**src/rtl/core/grp_pkg.sv**
```systemverilog
// Shared types, register indexes and status codes of the guillotine rectangle packer.
package grp_pkg;

  localparam int unsigned CoordW  = 15;
  localparam int unsigned RectW   = 14;
  localparam int unsigned CfgIdxW = 2;
  localparam int unsigned CfgDatW = 15;

  localparam logic [CfgIdxW-1:0] CfgAtlasSide  = 2'd0;
  localparam logic [CfgIdxW-1:0] CfgEdgeRepeat = 2'd1;
  localparam logic [CfgIdxW-1:0] CfgGapPixels  = 2'd2;

  localparam logic [CoordW-1:0] SideLimit = 15'd16384;
  localparam logic [CoordW-1:0] ResetSide = 15'd4096;

  typedef logic [CoordW-1:0] coord_t;

  // One free space; x sits in the lowest bits.
  typedef struct packed {
    coord_t h;
    coord_t w;
    coord_t y;
    coord_t x;
  } space_t;

  typedef enum logic [1:0] {
    ST_PLACED     = 2'd0,
    ST_NO_FIT     = 2'd1,
    ST_TOO_LARGE  = 2'd2,
    ST_TABLE_FULL = 2'd3
  } status_e;

  typedef enum logic [2:0] {
    WR_NONE,
    WR_MOVE,
    WR_HSHRINK,
    WR_WSHRINK,
    WR_SPLIT_NEW
  } wr_op_e;

  typedef enum logic [2:0] {
    S_IDLE,
    S_START,
    S_SCAN,
    S_HIT,
    S_MOVE,
    S_SPLIT,
    S_RESULT
  } state_e;

  typedef struct packed {
    logic    load;
    logic    rd_tail;
    logic    rd_next;
    logic    cap_hit;
    logic    dec_cnt;
    wr_op_e  wr_op;
    logic    out_load;
    status_e out_status;
  } cmd_t;

  typedef struct packed {
    logic too_large;
    logic empty;
    logic fit;
    logic at_bottom;
    logic exact;
    logic h_match;
    logic w_match;
    logic full;
    logic out_busy;
  } sts_t;

endpackage

```
**src/rtl/core/grp_ctrl.sv**
```systemverilog
// Sequencing state machine of the guillotine rectangle packer.
module grp_ctrl import grp_pkg::*; (
  input  logic clk_i,
  input  logic rst_ni,
  input  logic in_valid_i,
  output logic in_ready_o,
  input  sts_t sts_i,
  output cmd_t cmd_o
);

  state_e  state_q, state_d;
  status_e st_q, st_d;

  always_ff @(posedge clk_i or negedge rst_ni) begin
    if (!rst_ni) begin
      state_q <= S_IDLE;
      st_q    <= ST_PLACED;
    end else begin
      state_q <= state_d;
      st_q    <= st_d;
    end
  end

  always_comb begin
    state_d        = state_q;
    st_d           = st_q;
    in_ready_o     = 1'b0;
    cmd_o          = '0;
    cmd_o.wr_op    = WR_NONE;
    cmd_o.out_status = st_q;
    unique case (state_q)
      S_IDLE: begin
        in_ready_o = 1'b1;
        if (in_valid_i) begin
          cmd_o.load = 1'b1;
          state_d    = S_START;
        end
      end
      S_START: begin
        if (sts_i.too_large) begin
          st_d    = ST_TOO_LARGE;
          state_d = S_RESULT;
        end else if (sts_i.empty) begin
          st_d    = ST_NO_FIT;
          state_d = S_RESULT;
        end else begin
          cmd_o.rd_tail = 1'b1;
          state_d       = S_SCAN;
        end
      end
      S_SCAN: begin
        // One entry is checked per cycle while the next one below is fetched.
        if (sts_i.fit) begin
          cmd_o.cap_hit = 1'b1;
          state_d       = S_HIT;
        end else if (sts_i.at_bottom) begin
          st_d    = ST_NO_FIT;
          state_d = S_RESULT;
        end else begin
          cmd_o.rd_next = 1'b1;
        end
      end
      S_HIT: begin
        st_d    = ST_PLACED;
        state_d = S_RESULT;
        if (sts_i.exact) begin
          // The last entry is fetched and moved into the freed slot.
          cmd_o.rd_tail = 1'b1;
          cmd_o.dec_cnt = 1'b1;
          state_d       = S_MOVE;
        end else if (sts_i.h_match) begin
          cmd_o.wr_op = WR_HSHRINK;
        end else if (sts_i.w_match) begin
          cmd_o.wr_op = WR_WSHRINK;
        end else if (sts_i.full) begin
          st_d = ST_TABLE_FULL;
        end else begin
          cmd_o.wr_op = WR_SPLIT_NEW;
          state_d     = S_SPLIT;
        end
      end
      S_MOVE: begin
        cmd_o.wr_op = WR_MOVE;
        state_d     = S_RESULT;
      end
      S_SPLIT: begin
        cmd_o.wr_op = WR_WSHRINK;
        state_d     = S_RESULT;
      end
      S_RESULT: begin
        if (!sts_i.out_busy) begin
          cmd_o.out_load = 1'b1;
          state_d        = S_IDLE;
        end
      end
      default: state_d = S_IDLE;
    endcase
  end

endmodule

```
**config.mk**
```make
export PLATFORM = sky130hd
export DESIGN_NAME = grp_ctrl
export DESIGN_NICKNAME = d
export VERILOG_FILES = /design/src/rtl/core/grp_pkg.sv /design/src/rtl/core/grp_ctrl.sv
export SDC_FILE = /design/constraint.sdc
export NUM_CORES = 1
export LEC_CHECK = 0
export BUFFER_PORTS_ARGS = -buffer_cell sky130_fd_sc_hd__clkbuf_2
export CAP_MARGIN = 10
export CORE_AREA = 2 2 39 41
export CTS_CLUSTER_DIAMETER = 40
export DETAILED_ROUTE_END_ITERATION = 8
export DIE_AREA = 0 0 41 43
export MAX_ROUTING_LAYER = met4
export PLACE_DENSITY = 0.7
export SYNTH_ARGS = -nofsm -noshare
export SYNTH_HDL_FRONTEND = slang
export SYNTH_SLANG_ARGS = --single-unit
```
**constraint.sdc**
```tcl
create_clock -name clk_i -period 3.69 [get_ports clk_i]
set_clock_uncertainty 0.05 [all_clocks]
set_input_delay 0.738 -clock clk_i [delete_from_list [all_inputs] [get_ports clk_i]]
set_output_delay 0.738 -clock clk_i [all_outputs]
set_load 0.005 [all_outputs]
```
# Word level (Yosys, flattened, before mapping)
# Cells that the tools add are included.
dict set report word_totals {
  reg_bits 5
  word_cells 58
  in_bits 12
}
dict set report classes {
  mux 39
  eq_ne 12
  reduce_logical 5
}
# operator n
set op_table {}
lappend op_table {{$mux 3} 10}
lappend op_table {{$mux 2} 13}
lappend op_table {{$pmux 3 s6} 1}
lappend op_table {{$mux 1} 12}
lappend op_table {{$eq 3x3->1 const B} 3}
lappend op_table {{$pmux 3 s3} 1}
lappend op_table {{$ne 2x2->1 const B} 4}
lappend op_table {{$eq 3x2->1 const B} 2}
lappend op_table {{$ne 3x3->1 const B} 2}
lappend op_table {{$pmux 2 s3} 1}
lappend op_table {{$reduce_and 4->1} 1}
lappend op_table {{$eq 3x1->1 const B} 1}
lappend op_table {{$logic_not 3->1} 1}
lappend op_table {{$reduce_and 3->1} 1}
lappend op_table {{$reduce_bool 3->1} 1}
lappend op_table {{$pmux 1 s2} 1}
lappend op_table {{$reduce_or 2->1} 1}

# Longest topological paths before layout
dict set report depth {
  depth_word 5
  depth_mapped 5
  depth_no_buf 4
}

# Worst setup path after synthesis
# OpenSTA, ideal clock, no wires.
dict set report synth_timing {
  kind {input port to output port}
  start {input port sts_i[4] (netlist bit)}
  end {output port cmd_o[3] (netlist bit)}
  path_stages 2
  slack_ns 1.689
  arrival_time_ns 1.213
  path_cell_list {and4bb_4 -> a31o_2}
}
# item line_no
set synth_lines {}
lappend synth_lines {{start: declaration} grp_ctrl.sv:7} ;# input sts_t sts_i,
lappend synth_lines {{end: declaration} grp_ctrl.sv:8} ;# output cmd_t cmd_o

==> flow_metrics.tcl <==
set metrics [dict create \
    outcome "finished, final reports clean" \
    synthArstFlopShare_pct 100 \
    maxSlewViolCount 0 \
    overflow 0 \
    finalNonFillerCells 97 \
    crit_chain "nand2b_1 -> nor3_1 -> o21a_1 -> clkbuf_2" \
    seq_area_frac_synth_pct 26.8 \
    clk_pin_slew_ns 0.04 \
    rsz0062_at_grt "no" \
    p_leak_uw 0.000291 \
    ant_nets 0 \
    place.gp.congestion 0.827 \
    fin_setup_tns_ns 0 \
    routed-via-count 513 \
    start_util_pct 33.7 \
    final_area_um2 597 \
    drive_gt1_share_pct 44.4 \
    cts-hold-fix-buffers 0 \
    root_buffer "clkbuf_4" \
    placed_area_um2 571 \
    powerDensity_nw_per_um2 700 \
    postCtsSetupRepairBufs 0 \
    yosysUniqueCellTypes 29 \
    synth_edf_count 0 \
    drt-total-wl_mm 1.06 \
    endpoint_kind "output pin" \
    crit_buf_inv 1 \
    firstDrtPassIters 4 \
    htreeDepth 1 \
    worst_ir_drop_vdd_mv 0.293 \
    crit_arrival_ns 1.52 \
    io-pin-count 24 \
    antenna_found_initial 0 \
    cpLargestDelayFamily "flip-flops" \
    syn_nets 70 \
    portBuffers 23 \
    max_slew_margin_pct 65.7 \
    crit_path_start_kind "flop" \
    cts_tree "done" \
    path_max_fanout 15 \
    finalCritPeriodShare_pct 62.6 \
    via_per_inst 5.29 \
    hold_violations 0 \
    worstMarginPinSlew_ns 0.514 \
    setup_viol 0 \
    area_growth_pct 27.9 \
    cts_buffer_depth 2 \
    numPlacedInstances 93 \
    die_area_um2 1760 \
    drc_errors 0 \
    ys_warn_count 0 \
    synthCells 58 \
    grt_max_degree 19 \
    die_width_um 41 \
    critical-path-slowest-cell "dfrtp_1" \
    cts_buffers 3 \
    detail_route.wl_per_cell_um 10.9 \
    hold_path_class "primary input to asynchronous set/reset pin" \
    grtUsageTotal_pct 13.4 \
    crit_required_ns 2.90 \
    diodes 0 \
    numClockSinks 5 \
    place_hpwl_um 817 \
    path_class "flop to output pin" \
    syn_avg_cell_area_um2 8.05 \
    ys_seq_elements 5 \
    dieHeight_um 43 \
    grt_pass1_wl_mm 1.61 \
    ys.flop_type "dfrtp_1" \
    insertion_delay_ns 0.23 \
    core_region_area_um2 1380 \
    post_cts_resized 0 \
    synth.cell_area_um2 467 \
    nets 94 \
    rows 14 \
    grt_pass1_vias 418 \
    cap_violations 0 \
    p_total_uw 418 \
    drt_iter0_drc 5 \
    fmax_ghz 0.433 \
    max_stage_delay_ns 0.63 \
    final.min_clock_period_ns 2.31 \
]
-- flip-flops by register name, indices dropped and copies added (netlist names) --
| signal | count |
|---|---|
| state_q | 3 |
| st_q | 2 |
-- final timing paths --
kind	startpoint	endpoint	slack [ns]	cells after the start
worst max-delay path	state_q[1]$_DFFE_PN0P_	cmd_o[4]	1.38	4
worst min-delay path	rst_ni	state_q[2]$_DFFE_PN0P_	0.26	1
worst max register to register	state_q[0]$_DFFE_PN0P_	st_q[0]$_DFFE_PN0P_	2.12	4
worst min register to register	st_q[1]$_DFFE_PN0P_	st_q[1]$_DFFE_PN0P_	0.45	1
max in group asynchronous	rst_ni	state_q[1]$_DFFE_PN0P_	3.20	1
min in group clk_i	st_q[1]$_DFFE_PN0P_	st_q[1]$_DFFE_PN0P_	0.45	1
-- cells in the mapped netlist (2+ instances only) --
| cell type | instances | area (um2) |
|---|---|---|
| dfrtp_1 | 5 | 125 |
| o21a_1 | 2 | 15.0 |
| buf_6 | 2 | 22.5 |
| nor2_1 | 3 | 11.3 |
| nor3_1 | 6 | 30.0 |
| nor2b_1 | 2 | 12.5 |
| a21oi_1 | 2 | 10.0 |
| o21ai_0 | 4 | 20.0 |
| nand2_1 | 6 | 22.5 |
| o21ai_1 | 2 | 10.0 |
| nor3_2 | 2 | 20.0 |
| mux2_2 | 2 | 22.5 |
| inv_1 | 4 | 15.0 |
-- cells in the final DEF (no fill, tap or decap), drive strengths merged --
| cell | instances |
|---|---|
| a211oi | 1 |
| a21bo | 1 |
| a21oi | 2 |
| a31o | 1 |
| a31oi | 1 |
| and2 | 2 |
| and3 | 1 |
| and4bb | 1 |
| clkbuf | 27 |
| dfrtp | 5 |
| inv | 4 |
| mux2 | 2 |
| nand2 | 6 |
| nand2b | 1 |
| nand3 | 1 |
| nor2 | 3 |
| nor2b | 2 |
| nor3 | 8 |
| nor3b | 1 |
| nor4 | 1 |
| nor4b | 1 |
| o21a | 2 |
| o21ai | 6 |
| o22ai | 1 |
-- power breakdown --
group	internal (uW)	total (uW)	switching [uW]
registers	81.7	152	70.6
clock network	40.7	61.1	20.3
logic	111	204	93.4
total	234	418	184
-- metrics by stage --
stage / hold WS, ns / util (%) / setup slack (ns)
detailed placement: 0.448 / 41.2 / 1.43
finish: 0.258 / 43.1 / 1.38
CTS: 0.261 / 43.1 / 1.40
global placement: 0.447 / 41.2 / 1.46
global route: 0.263 / 43.1 / 1.26
floorplan: 0.392 / - / 1.69
-- layer usage --
layer	wire length (um)	GRT usage (%)	vias up
li1	-	-	255
met1	473	18.1	243
met2	527	18.4	15
met3	56	3.14	0
met4	0	6.00	0
met5	0	-	-
-- logic make-up after synthesis --
family	after synthesis	synth area share, %
compound gates	15	20.1
buf+inv	8	9.92
flops	5	26.8
mux	2	4.83
simple gates	28	38.3
-- worst register-to-register path, stage by stage, from the launching register on --
cell      delay, ns
dfrtp_1        0.56
and4bb_4       0.31
nand3_2        0.07
a21bo_1        0.20
mux2_2         0.26
-- cell type report --
cell class,instances,area [um2]
Fill cell,151,787
Multi-Input combinational cell,45,295
Tap cell,16,20.0
Clock buffer,4,26.3
Inverter,4,15.0
Sequential cell,5,125
Timing Repair Buffer,23,115
Note: power is estimated with default switching activity, not from simulation.
